## src/hdl/utf8_string_decoder_macros.svh

```systemverilog
// Assertion macros for the UTF-8 string decoder.
// Expects i_clk and i_rst_n in the scope of every use.
`ifndef UTF8_STRING_DECODER_MACROS_SVH
`define UTF8_STRING_DECODER_MACROS_SVH

// Same-cycle implication, held off during reset.
`define UTF8D_ASSERT_NOW(label, ante, cons, msg) \
    label: assert property (@(posedge i_clk) disable iff (!i_rst_n) \
        (ante) |-> (cons)) else $error(msg);

// Next-cycle implication, held off during reset.
`define UTF8D_ASSERT_NEXT(label, ante, cons, msg) \
    label: assert property (@(posedge i_clk) disable iff (!i_rst_n) \
        (ante) |=> (cons)) else $error(msg);

`endif

```

## src/hdl/utf8d_pkg.sv

```systemverilog
// Shared constants and types of the UTF-8 string decoder.
// No dependencies.
`default_nettype none

package utf8d_pkg;

    localparam int MAX_BYTES = 64;
    localparam int ADDR_W    = $clog2(MAX_BYTES);
    localparam int CNT_W     = ADDR_W + 1;
    localparam int PEND_W    = 2;

    localparam logic [CNT_W-1:0] MAX_CNT = CNT_W'(MAX_BYTES);

    // Command queue between front and back (depth is a power of two).
    localparam int Q_DEPTH = 4;
    localparam int Q_PTR_W = $clog2(Q_DEPTH);

    // Byte classes.
    localparam logic [7:0] CONT_MASK = 8'hc0;
    localparam logic [7:0] CONT_TAG  = 8'h80;
    localparam logic [7:0] L2_MASK   = 8'he0;
    localparam logic [7:0] L2_TAG    = 8'hc0;
    localparam logic [7:0] L3_MASK   = 8'hf0;
    localparam logic [7:0] L3_TAG    = 8'he0;

    localparam logic [PEND_W-1:0] PEND_NONE = 2'd0;
    localparam logic [PEND_W-1:0] PEND_ONE  = 2'd1;
    localparam logic [PEND_W-1:0] PEND_TWO  = 2'd2;

    // One command per accepted byte: buffer writes, plus the string end.
    typedef struct packed {
        logic              raw_we;
        logic [ADDR_W-1:0] raw_addr;
        logic [7:0]        raw_data;
        logic              char_we;
        logic [ADDR_W-1:0] char_addr;
        logic [15:0]       char_data;
        logic              is_end;
        logic [CNT_W-1:0]  count;
        logic              fb;
        logic              ovf;
    } t_cmd;

    typedef struct packed {
        logic full;
        logic nonempty;
    } t_q_stat;

endpackage

`default_nettype wire

```

## src/hdl/utf8d_if.sv

```systemverilog
// Handshake channels of the UTF-8 string decoder: byte input, character output.
// No dependencies.
`default_nettype none

interface utf8d_in_if;
    logic       valid;
    logic       ready;
    logic [7:0] byte_in;
    logic       last_byte;

    modport source (output valid, output byte_in, output last_byte, input ready);
    modport sink   (input valid, input byte_in, input last_byte, output ready);
endinterface

interface utf8d_out_if;
    logic        valid;
    logic        ready;
    logic [15:0] char_out;
    logic        last_char;
    logic        fell_back;
    logic        overflowed;

    modport source (output valid, output char_out, output last_char,
                    output fell_back, output overflowed, input ready);
    modport sink   (input valid, input char_out, input last_char,
                    input fell_back, input overflowed, output ready);
endinterface

`default_nettype wire

```

## src/hdl/utf8d_front.sv

```systemverilog
// Front end: takes bytes, tracks UTF-8 sequence state, issues buffer commands.
// Depends on utf8d_pkg and utf8d_in_if.
`default_nettype none

module utf8d_front
    import utf8d_pkg::*;
(
    input  wire logic    i_clk,
    input  wire logic    i_rst_n,
    utf8d_in_if.sink     i_byte,
    input  wire t_q_stat i_q_stat,
    output logic         o_push,
    output t_cmd         o_cmd
);

    logic [CNT_W-1:0]  r_byte_cnt, n_byte_cnt;
    logic [CNT_W-1:0]  r_char_cnt, n_char_cnt;
    logic [PEND_W-1:0] r_pend, n_pend;
    logic [15:0]       r_part, n_part;
    logic              r_mal, n_mal;
    logic              r_ovf, n_ovf;
    logic              w_acc;
    logic [7:0]        w_b;

    assign i_byte.ready = !i_q_stat.full;
    assign w_acc        = i_byte.valid && i_byte.ready;
    assign w_b          = i_byte.byte_in;
    assign o_push       = w_acc;

    always_comb begin
        n_byte_cnt = r_byte_cnt;
        n_char_cnt = r_char_cnt;
        n_pend     = r_pend;
        n_part     = r_part;
        n_mal      = r_mal;
        n_ovf      = r_ovf;

        o_cmd           = '0;
        o_cmd.raw_addr  = r_byte_cnt[ADDR_W-1:0];
        o_cmd.raw_data  = w_b;
        o_cmd.char_addr = r_char_cnt[ADDR_W-1:0];

        if (w_acc) begin
            if (r_byte_cnt < MAX_CNT) begin
                o_cmd.raw_we = 1'b1;
                n_byte_cnt   = r_byte_cnt + 1'b1;
                if (!r_mal) begin
                    if (r_pend != PEND_NONE) begin
                        if ((w_b & CONT_MASK) != CONT_TAG) begin
                            n_mal = 1'b1;
                        end else begin
                            n_pend = r_pend - 1'b1;
                            n_part = r_part | (n_pend[0] ? {4'b0, w_b[5:0], 6'b0}
                                                          : {10'b0, w_b[5:0]});
                            if (n_pend == PEND_NONE && r_char_cnt < MAX_CNT) begin
                                o_cmd.char_we   = 1'b1;
                                o_cmd.char_data = n_part;
                                n_char_cnt      = r_char_cnt + 1'b1;
                            end
                        end
                    end else if (!w_b[7]) begin
                        if (r_char_cnt < MAX_CNT) begin
                            o_cmd.char_we   = 1'b1;
                            o_cmd.char_data = {8'b0, w_b};
                            n_char_cnt      = r_char_cnt + 1'b1;
                        end
                    end else if ((w_b & L2_MASK) == L2_TAG) begin
                        n_part = {5'b0, w_b[4:0], 6'b0};
                        n_pend = PEND_ONE;
                    end else if ((w_b & L3_MASK) == L3_TAG) begin
                        n_part = {w_b[3:0], 12'b0};
                        n_pend = PEND_TWO;
                    end else begin
                        n_mal = 1'b1;
                    end
                end
            end else begin
                n_ovf = 1'b1;
            end

            if (i_byte.last_byte) begin
                // a sequence still open at the end makes the string malformed
                o_cmd.is_end = 1'b1;
                o_cmd.fb     = n_mal || (n_pend != PEND_NONE);
                o_cmd.count  = o_cmd.fb ? n_byte_cnt : n_char_cnt;
                o_cmd.ovf    = n_ovf;
                n_byte_cnt   = '0;
                n_char_cnt   = '0;
                n_pend       = PEND_NONE;
                n_part       = '0;
                n_mal        = 1'b0;
                n_ovf        = 1'b0;
            end
        end
    end

    always_ff @(posedge i_clk) begin
        if (!i_rst_n) begin
            r_byte_cnt <= '0;
            r_char_cnt <= '0;
            r_pend     <= PEND_NONE;
            r_part     <= '0;
            r_mal      <= 1'b0;
            r_ovf      <= 1'b0;
        end else begin
            r_byte_cnt <= n_byte_cnt;
            r_char_cnt <= n_char_cnt;
            r_pend     <= n_pend;
            r_part     <= n_part;
            r_mal      <= n_mal;
            r_ovf      <= n_ovf;
        end
    end

endmodule

`default_nettype wire

```

## src/hdl/utf8d_cmd_fifo.sv

```systemverilog
// Short command queue between the front end and the back end.
// Depends on utf8d_pkg.
`default_nettype none

module utf8d_cmd_fifo
    import utf8d_pkg::*;
(
    input  wire logic i_clk,
    input  wire logic i_rst_n,
    input  wire logic i_push,
    input  wire t_cmd i_data,
    input  wire logic i_pop,
    output t_cmd      o_data,
    output t_q_stat   o_stat
);

    t_cmd               r_mem [Q_DEPTH];
    logic [Q_PTR_W-1:0] r_wp, r_rp;
    logic [Q_PTR_W:0]   r_cnt;

    assign o_stat.full     = (r_cnt == (Q_PTR_W+1)'(Q_DEPTH));
    assign o_stat.nonempty = (r_cnt != '0);
    assign o_data          = r_mem[r_rp];

    always_ff @(posedge i_clk) begin
        if (!i_rst_n) begin
            r_wp  <= '0;
            r_rp  <= '0;
            r_cnt <= '0;
        end else begin
            if (i_push) begin
                r_wp <= r_wp + 1'b1;
            end
            if (i_pop) begin
                r_rp <= r_rp + 1'b1;
            end
            r_cnt <= r_cnt + {{Q_PTR_W{1'b0}}, i_push} - {{Q_PTR_W{1'b0}}, i_pop};
        end
        if (i_push) begin
            r_mem[r_wp] <= i_data;
        end
    end

endmodule

`default_nettype wire

```

## src/hdl/utf8d_back.sv

```systemverilog
// Back end: applies buffer writes, then streams a finished string out.
// Depends on utf8d_pkg and utf8d_out_if.
`default_nettype none

module utf8d_back
    import utf8d_pkg::*;
(
    input  wire logic    i_clk,
    input  wire logic    i_rst_n,
    input  wire t_q_stat i_q_stat,
    input  wire t_cmd    i_cmd,
    output logic         o_pop,
    output logic         o_emitting,
    utf8d_out_if.source  o_char
);

    typedef enum logic {
        S_LOAD,
        S_EMIT
    } t_state;

    typedef struct packed {
        logic [15:0] char_out;
        logic        last_char;
        logic        fell_back;
        logic        overflowed;
    } t_ob;

    typedef struct packed {
        logic last;
        logic fb;
        logic ovf;
    } t_tag;

    logic [7:0]  raw_mem  [MAX_BYTES];
    logic [15:0] char_mem [MAX_BYTES];

    t_state           r_state, n_state;
    logic [CNT_W-1:0] r_count, n_count;
    logic [CNT_W-1:0] r_idx, n_idx;
    logic             r_fb, n_fb;
    logic             r_ovf, n_ovf;
    logic             r_rdv;
    t_tag             r_tag;
    logic [7:0]       r_raw_q;
    logic [15:0]      r_char_q;
    t_ob              r_ob [2];
    logic             r_ob_wp, r_ob_rp;
    logic [1:0]       r_ob_cnt;

    logic       w_out_xfer;
    logic       w_issue;
    logic       w_last_idx;
    logic [2:0] w_credit;
    t_ob        w_ob_in;

    assign o_pop      = (r_state == S_LOAD) && i_q_stat.nonempty;
    assign o_emitting = (r_state == S_EMIT);

    assign w_out_xfer = o_char.valid && o_char.ready;
    // slots still claimed after this cycle: queued, in flight, minus leaving
    assign w_credit   = {1'b0, r_ob_cnt} + {2'b0, r_rdv} - {2'b0, w_out_xfer};
    assign w_issue    = (r_state == S_EMIT) && (w_credit < 3'd2);
    assign w_last_idx = (r_idx == r_count - 1'b1);

    assign w_ob_in.char_out   = r_tag.fb ? {8'b0, r_raw_q} : r_char_q;
    assign w_ob_in.last_char  = r_tag.last;
    assign w_ob_in.fell_back  = r_tag.fb;
    assign w_ob_in.overflowed = r_tag.ovf;

    assign o_char.valid      = (r_ob_cnt != 2'd0);
    assign o_char.char_out   = r_ob[r_ob_rp].char_out;
    assign o_char.last_char  = r_ob[r_ob_rp].last_char;
    assign o_char.fell_back  = r_ob[r_ob_rp].fell_back;
    assign o_char.overflowed = r_ob[r_ob_rp].overflowed;

    always_comb begin
        n_state = r_state;
        n_count = r_count;
        n_idx   = r_idx;
        n_fb    = r_fb;
        n_ovf   = r_ovf;
        case (r_state)
            S_LOAD: begin
                if (o_pop && i_cmd.is_end) begin
                    n_count = i_cmd.count;
                    n_fb    = i_cmd.fb;
                    n_ovf   = i_cmd.ovf;
                    n_idx   = '0;
                    if (i_cmd.count != '0) begin
                        n_state = S_EMIT;
                    end
                end
            end
            S_EMIT: begin
                if (w_issue) begin
                    n_idx = r_idx + 1'b1;
                    if (w_last_idx) begin
                        n_state = S_LOAD;
                    end
                end
            end
            default: begin
                n_state = S_LOAD;
            end
        endcase
    end

    // Buffer writes and registered reads.
    always_ff @(posedge i_clk) begin
        if (o_pop && i_cmd.raw_we) begin
            raw_mem[i_cmd.raw_addr] <= i_cmd.raw_data;
        end
        if (o_pop && i_cmd.char_we) begin
            char_mem[i_cmd.char_addr] <= i_cmd.char_data;
        end
        if (w_issue) begin
            r_raw_q  <= raw_mem[r_idx[ADDR_W-1:0]];
            r_char_q <= char_mem[r_idx[ADDR_W-1:0]];
        end
    end

    always_ff @(posedge i_clk) begin
        if (!i_rst_n) begin
            r_state  <= S_LOAD;
            r_count  <= '0;
            r_idx    <= '0;
            r_fb     <= 1'b0;
            r_ovf    <= 1'b0;
            r_rdv    <= 1'b0;
            r_ob_wp  <= 1'b0;
            r_ob_rp  <= 1'b0;
            r_ob_cnt <= 2'd0;
        end else begin
            r_state  <= n_state;
            r_count  <= n_count;
            r_idx    <= n_idx;
            r_fb     <= n_fb;
            r_ovf    <= n_ovf;
            r_rdv    <= w_issue;
            if (r_rdv) begin
                r_ob_wp <= ~r_ob_wp;
            end
            if (w_out_xfer) begin
                r_ob_rp <= ~r_ob_rp;
            end
            r_ob_cnt <= r_ob_cnt + {1'b0, r_rdv} - {1'b0, w_out_xfer};
        end
        if (w_issue) begin
            r_tag.last <= w_last_idx;
            r_tag.fb   <= r_fb;
            r_tag.ovf  <= r_ovf;
        end
        if (r_rdv) begin
            r_ob[r_ob_wp] <= w_ob_in;
        end
    end

endmodule

`default_nettype wire

```

## src/hdl/utf8_string_decoder.sv

```systemverilog
// UTF-8 string decoder top level; uses utf8d_pkg, utf8d_if, front, queue, back.
// Input: one byte per cycle while the four-entry command queue has room.
// Output: with the queue and the back end idle, the first character is valid
// once the final byte's transfer has passed the pop, the buffer read and the output
// register, then one character per cycle while the sink is ready (one buffer read per cycle in the back).
// The input stalls once the queue fills while the back streams a string out.
// Reset: synchronous, active low; clears control only, buffers are not cleared.
`default_nettype none

`include "utf8_string_decoder_macros.svh"

module utf8_string_decoder
    import utf8d_pkg::*;
(
    input  wire logic   i_clk,
    input  wire logic   i_rst_n,
    utf8d_in_if.sink    i_byte,
    utf8d_out_if.source o_char
);

    // Front end to queue: one command per accepted byte.
    logic    q_push;
    t_cmd    q_wr_data;
    // Queue to back end.
    logic    q_pop;
    t_cmd    q_rd_data;
    t_q_stat q_stat;
    // Back end is streaming a string out.
    logic    bk_emitting;
    // String end with at least one character leaves the queue.
    logic    q_end_pop;

    assign q_end_pop = q_pop && q_rd_data.is_end && (q_rd_data.count != '0);

    // Decode each byte as it arrives and turn it into buffer writes.
    utf8d_front u_front (
        .i_clk    (i_clk),
        .i_rst_n  (i_rst_n),
        .i_byte   (i_byte),
        .i_q_stat (q_stat),
        .o_push   (q_push),
        .o_cmd    (q_wr_data)
    );

    // Decouple the two sides so bytes of the next string can queue up.
    utf8d_cmd_fifo u_queue (
        .i_clk   (i_clk),
        .i_rst_n (i_rst_n),
        .i_push  (q_push),
        .i_data  (q_wr_data),
        .i_pop   (q_pop),
        .o_data  (q_rd_data),
        .o_stat  (q_stat)
    );

    // Apply writes; on the string end, stream decoded or raw characters.
    utf8d_back u_back (
        .i_clk      (i_clk),
        .i_rst_n    (i_rst_n),
        .i_q_stat   (q_stat),
        .i_cmd      (q_rd_data),
        .o_pop      (q_pop),
        .o_emitting (bk_emitting),
        .o_char     (o_char)
    );

    // Never push into a full queue.
    `UTF8D_ASSERT_NOW(a_q_no_overrun, q_push, !q_stat.full, "push into full command queue")
    // Hold the input off while the queue is full.
    `UTF8D_ASSERT_NOW(a_in_stall, q_stat.full, !i_byte.ready, "input ready with full queue")
    // Drain nothing from the queue while streaming a string out.
    `UTF8D_ASSERT_NOW(a_no_pop_emit, bk_emitting, !q_pop, "queue popped during emission")
    // A non-empty string end starts emission on the next cycle.
    `UTF8D_ASSERT_NEXT(a_end_starts_emit, q_end_pop, bk_emitting, "end did not start emission")

endmodule

`default_nettype wire

```

## src/flat_wrapper.sv

```systemverilog
// flat-port wrapper written by rule: the top's interface ports become plain ports
module utf8_string_decoder_flat import utf8d_pkg::*;
  (i_clk, i_rst_n, i_byte_valid, i_byte_byte_in, i_byte_last_byte, i_byte_ready, o_char_valid, o_char_char_out, o_char_last_char, o_char_fell_back, o_char_overflowed, o_char_ready);
  utf8d_in_if i_byte_i ();
  utf8d_out_if o_char_i ();
  input  wire logic i_clk;
  input  wire logic i_rst_n;
  input wire logic [$bits(i_byte_i.valid)-1:0] i_byte_valid;
  input wire logic [$bits(i_byte_i.byte_in)-1:0] i_byte_byte_in;
  input wire logic [$bits(i_byte_i.last_byte)-1:0] i_byte_last_byte;
  output wire logic [$bits(i_byte_i.ready)-1:0] i_byte_ready;
  output wire logic [$bits(o_char_i.valid)-1:0] o_char_valid;
  output wire logic [$bits(o_char_i.char_out)-1:0] o_char_char_out;
  output wire logic [$bits(o_char_i.last_char)-1:0] o_char_last_char;
  output wire logic [$bits(o_char_i.fell_back)-1:0] o_char_fell_back;
  output wire logic [$bits(o_char_i.overflowed)-1:0] o_char_overflowed;
  input wire logic [$bits(o_char_i.ready)-1:0] o_char_ready;
  assign i_byte_i.valid = i_byte_valid;
  assign i_byte_i.byte_in = i_byte_byte_in;
  assign i_byte_i.last_byte = i_byte_last_byte;
  assign i_byte_ready = i_byte_i.ready;
  assign o_char_valid = o_char_i.valid;
  assign o_char_char_out = o_char_i.char_out;
  assign o_char_last_char = o_char_i.last_char;
  assign o_char_fell_back = o_char_i.fell_back;
  assign o_char_overflowed = o_char_i.overflowed;
  assign o_char_i.ready = o_char_ready;
  utf8_string_decoder u_core (.i_clk(i_clk), .i_rst_n(i_rst_n), .i_byte(i_byte_i), .o_char(o_char_i));
endmodule
```

## config.mk

```make
export PLATFORM = sky130hd
export DESIGN_NAME = utf8_string_decoder_flat
export DESIGN_NICKNAME = d
export VERILOG_FILES = /design/src/hdl/utf8d_pkg.sv /design/src/hdl/utf8d_if.sv /design/src/hdl/utf8d_front.sv /design/src/hdl/utf8d_cmd_fifo.sv /design/src/hdl/utf8d_back.sv /design/src/hdl/utf8_string_decoder.sv /design/src/flat_wrapper.sv
export VERILOG_INCLUDE_DIRS = /design/src /design/src/hdl
export SDC_FILE = /design/constraint.sdc
export NUM_CORES = 2
export LEC_CHECK = 0
export BUFFER_PORTS_ARGS = -buffer_cell sky130_fd_sc_hd__buf_2
export CAP_MARGIN = 25
export CELL_PAD_IN_SITES_DETAIL_PLACEMENT = 2
export CELL_PAD_IN_SITES_GLOBAL_PLACEMENT = 2
export CORE_MARGIN = 2
export CORE_UTILIZATION = 29
export DETAILED_ROUTE_END_ITERATION = 10
export PLACE_DENSITY = 0.56
export SYNTH_ARGS = -nofsm -noshare
export SYNTH_HDL_FRONTEND = slang
export SYNTH_HIERARCHICAL = 1
export SYNTH_SLANG_ARGS = --single-unit
```

## constraint.sdc

```tcl
create_clock -name i_clk -period 5.3 [get_ports i_clk]
set_input_delay 0.265 -clock i_clk [delete_from_list [all_inputs] [get_ports i_clk]]
set_output_delay 0.265 -clock i_clk [all_outputs]
set_load 0.02 [all_outputs]
```

# == Word level (Yosys, flattened, before mapping) ==
# Memory sizes are Yosys's and may differ from the RTL's. A register that Yosys moved wholly into a read port is not among the register bits.
# Index checks and enable logic that the tools add are counted.
# totals
register_bits,66
ramBits,1766
word_cells,156
mem_count,4
# classes
addsub,13
n_lt_le_gt_ge,3
eq_ne,9
n_mux,80
n_bitwise,4
n_reduce_logical,22
# memory_table
memory,depth,width,read_ports,rd_ports_with_merged_regs,write_ports,line_no,source
u_core.u_back.char_mem,64,16,1,1,1,utf8d_back.sv:36,logic [15:0] char_mem [MAX_BYTES];
u_core.u_back.raw_mem,64,8,1,1,1,utf8d_back.sv:35,logic [7:0] raw_mem [MAX_BYTES];
u_core.u_queue.r_mem,4,48,1,1,1,utf8d_cmd_fifo.sv:17,t_cmd r_mem [Q_DEPTH];
u_core.u_back.r_ob,2,19,1,1,1,utf8d_back.sv:47,t_ob r_ob [2];
# ops
cell,n
two-way mux 16 bit,14
two-way mux 7 bit,15
two-way mux 1 bit,35
two-way mux 26 bit,1
two-way mux 2 bit,11
adder 7 x 1 -> 7 bit (second input constant),3
bitwise OR 16 x 12 -> 16 bit,1
< comparator 7 bit (second input constant),2
one-hot mux 7 bit (2 select lines),1
two-way mux 12 bit,1
two-way mux 10 bit,1
logical AND 1 bit,8
nonzero test 2 bit,4
== test 7 bit,1
nonzero test 7 bit,1
subtractor 7 x 1 -> 7 bit (second input constant),1
== test 3 bit (second input constant),2
AND reduction 6 bit,1
nonzero test 3 bit,2
subtractor 3 x 1 -> 3 bit,2
adder 2 x 1 -> 2 bit (second input constant),2
== test 4 bit (second input constant),1
!= test 2 x 1 -> 1 bit (second input constant),2
!= test 2 bit (second input constant),2
14 further kinds,17

# == Longest topological paths before layout ==
# depth
depth_word,13
mapped_depth,13
depth_no_buf,13

# == Cells and area by module ==
# The synthesis kept the hierarchy.
# modules_own_cells
mod,n_inst,cells_per_inst,area_per_inst_um2
utf8d_back,1,2971,62726.4
utf8d_cmd_fifo,1,293,7362.1
utf8d_front,1,303,2358.5

# == Worst setup path after synthesis ==
# OpenSTA, ideal clock, no wires.
# synth_timing
path_kind,reg-to-reg
from,reg u_core.u_queue.r_cnt[1]
to,mem u_core/u_queue/r_mem[0][0] (netlist bit) (enable)
setup_time_ns,0.410
t_arrival_ns,2.722
required_ns,4.890
slack_ns,2.168
path_stages_with_launch,8
period_less_slack_ns,3.132
cell_sequence,dfxtp_1 -> inv_1 -> and3_1 -> inv_1 -> nand2_1 -> clkinv_1 -> clkbuf_1 -> and2_1
# synth_rtl
item,line_no,source
start: declaration,utf8d_cmd_fifo.sv:19,logic [Q_PTR_W:0] r_cnt;
start signal: assignment,utf8d_cmd_fifo.sv:37,"r_cnt <= r_cnt + {{Q_PTR_W{1'b0}}, i_push} - {{Q_PTR_W{1'b0}}, i_pop};"
end: declaration,utf8d_cmd_fifo.sv:17,

==> summary.txt <==
Startpoint Class: flop
Worst Clk Skew: 0.09976 ns
CTS buffer count: 202
Met1 wire length: 94150 um
Hold Path Depth: 2
Setup slack, reg-to-reg: 1.38 ns
Max Fclk: 254.9 MHz
Yosys cell types: 79
Final Cycle Share: 0.7402
Min Hold Slack: 0.3440 ns
TritonRoute pass-1 iters: 5
Syn nets: 3597
DR vias/cell: 5.001
DRC viols: 0
Setup TNS Final: 0 ns
Data required, critical path: 5.77 ns
Total number of vias: 36430
Met3 wire length: 9085 um
IR Drop Worst-Case VDD: 0.0003187 V
Type of the most critical hold path: in -> reg
Initial DRC Count: 2918
Syn-to-layout area delta: 16.03%
Number of nets in the layout: 3804
Primary FF master, synth: edfxtp_1
Number of synthesized flops with an enable pin: 1793
Crit-path max FO: 16
Worst-Skew Late Latency: 0.87 ns
WHS Endpoint: u_core/u_queue/r_mem[0][40]$_DFFE_PP_
Layout cells sized above 1: 0.2446
Syn avg cell area: 20.31 um^2
Top routing layer used: met5
Initial core utilization: 0.2916
WP data arrival: 4.40 ns
Routed wire length on met2: 108300 um
Worst slew margin relative to its limit: 0.2521
H-tree levels: 4
CP top delay family: simple AND/OR/NAND/NOR gates
Number of global-route vias before repair: 39730
Slowest CP cell: nor2_1
Final WL: 216400 um
Top cells by area, synth: edfxtp_1, mux4_2, mux2i_1
Post-DP HPWL: 136900 um
Reg2reg path depth: 5
Largest net degree at the start of global routing: 112
Post-synthesis cell area: 0.07245 mm^2
Largest buffer count on any clock path: 3
FILL cells: 24350
Num rows: 183
Critical-path cell list: buf_4 > mux4_2 > nor3_1 > nand2_1 > nor2_1
Clock sinks: 1859
Crit path largest cell delay: 0.84 ns
First-pass GRT wire length: 309200 um
Die area: 0.2538 mm^2
Final Wtd Congestion: 0.7775
Die H: 503.8 um
Pwr per Cell Area: 493.1 mW/mm^2
Clock root cell: clkbuf_16
Grt ovf: 0
Total Power: 41.45 mW
Sequential fraction of the synthesis area: 0.7614
Die width: 503.8 um
Post-cts sizing count: 0
Register bit total from synthesis: 1859
Final setup viols: 0
Time the worst path needs with I/O delays and setup: 3.923 ns
Post-synth ARST share: 0
GR Util All Layers: 0.1683
Buffer and inverter count on the worst path: 1
Outcome: finished clean
Setup CP Type: reg -> reg
Final hold violation count: 0
Clock slew at reported path FFs: 0.06 ns
Yosys top cell area share: 0.7432
Initial antenna violation count: 16
CTS tree: done
Leak: 25.31 nW
Worst R2R End: u_core/u_back/raw_mem[32][3]$_DFFE_PP_
Kind of end point of the critical path: flop
Core Area: 0.2484 mm^2
HP Start: i_byte_byte_in[7]
Post-Syn Instances: 3567
Yosys Warn Count: 6
Max cap viols: 0
Number of buffers added on ports: 33
Slew Limit Fails: 0
Cell taking the most area after synthesis: edfxtp_1
DR WL/cell: 29.71 um
# IOs: 34
Unrepaired setup endpoints after global routing: false
Antenna viol nets, final: 0
Worst-margin pin slew: 1.122 ns
-- registers in the layout, summed over array words and instances (netlist names), 3 cells and up, named ones only --
signal	count
u_core/u_back/r_tag	3
u_core/u_front/r_part	16
u_core/u_back/r_idx	7
u_core/u_back/r_raw_q	8
u_core/u_front/r_char_cnt	7
u_core/u_back/r_count	7
u_core/u_queue/r_cnt	3
u_core/u_back/raw_mem	512
u_core/u_back/r_char_q	16
u_core/u_queue/r_mem	192
u_core/u_back/r_ob	38
u_core/u_back/char_mem	1024
u_core/u_front/r_byte_cnt	7
-- stage by stage --
stage	util	cell area, um^2	std cells	setup slack (ns)
after floorplan	-	72450	3567	2.168
after global placement	0.3096	76910	6869	1.132
after detailed placement	0.3104	77120	6881	1.263
after CTS	0.3379	83940	7269	1.166
after global routing	0.3383	84040	7278	1.237
final	0.3384	84060	7284	1.377
-- worst reg2reg max path, cell delays in order, from the launching register on --
cell and delay, ns:
dfxtp_2 0.62, buf_4 0.35, mux4_2 0.52, nor3_1 0.74, nand2_1 0.49, nor2_1 0.85
-- power by group --
part           total, mW  switching (mW)  internal [mW]
Combinational       8.13            5.71           2.43
Sequential          19.1           0.361           18.7
Clock               14.2            6.07           8.15
-- cells in the mapped netlist (all sizes together) (9+ instances only) --
cell type,number
a211oi,44
a21boi,11
a21oi,45
a22o,23
a22oi,49
and2,26
and3,10
buf,139
clkbuf,74
dfxtp,66
edfxtp,1793
ha,15
inv,23
mux2,57
mux2i,159
mux4,366
nand2,70
nand3,37
nand3b,15
nand4,9
nor2,199
nor2b,40
nor3,31
o21ai,26
o221ai,37
o22ai,58
o32ai,13
or3,16
xnor2,15
xor2,11
-- layout by cell type, fill, tap and decap left out, types with 38 or more instances in the layout --
cell type | Yosys | layout
a211oi_1 | 44 | 44
a21oi_1 | 45 | 45
a22oi_1 | 48 | 48
buf_4 | 44 | 144
clkbuf_1 | 74 | 41
clkbuf_16 | 0 | 203
clkinv_1 | 1 | 52
clkinv_2 | 0 | 38
dfxtp_1 | 66 | 58
edfxtp_1 | 1793 | 1793
mux2_2 | 57 | 57
mux2i_1 | 159 | 159
mux4_2 | 366 | 365
nand2_1 | 69 | 69
nor2_1 | 199 | 178
o22ai_1 | 58 | 58
-- routing by layer --
layer / global-route usage / up-vias
li1: - / 15170
met1: 0.2269 / 20130
met2: 0.2857 / 848
met3: 0.02376 / 269
met4: 0.04137 / 2
met5: 0 / -
-- cell families after synthesis --
kind of cell             share of synthesized area
flip-flops                                  0.7614
multiplexers                                0.1446
adder cells (fa/ha/maj)                   0.003143
AND/OR/NAND/NOR                            0.03278
AO/OA/AOI/OAI                              0.03597
buffers and inverters                      0.01860
XOR/XNOR                                  0.003471
-- how the worst max path moves through the flow --
stage,depth (start not counted),end,slack (ns)
3_5_place_dp,5,u_core/u_back/raw_mem[40][6]$_DFFE_PP_,1.26
3_3_place_gp,6,u_core/u_back/r_char_q[0]$_DFFE_PP_,1.13
4_1_cts,6,u_core/u_back/r_char_q[2]$_DFFE_PP_,1.17
2_1_floorplan,7,u_core/u_queue/r_mem[0][0]$_DFFE_PP_,2.17
5_1_grt,5,u_core/u_back/raw_mem[0][4]$_DFFE_PP_,1.24
6_report,5,u_core/u_back/raw_mem[32][3]$_DFFE_PP_,1.38
-- what timing repair did --
action	4_1_cts	5_1_grt
setup buffers	0	0
hold buffers	12	0
hold endpoints to repair	66	0
-- cell type report --
class	instances	area [um^2]	share of cell area
flip-flops and latches	1859	55180	0.6565
multi-input cells	1471	16030	0.1906
clock buffers	247	5275	0.06276
well taps	3330	4167	0.04957
repair buffers	216	1878	0.02234
clock inverters	129	1419	0.01688
inverters	24	90.09	0.001072
diodes	8	20.02	0.0002382
No activity file was read; power rests on OpenSTA's default activity.
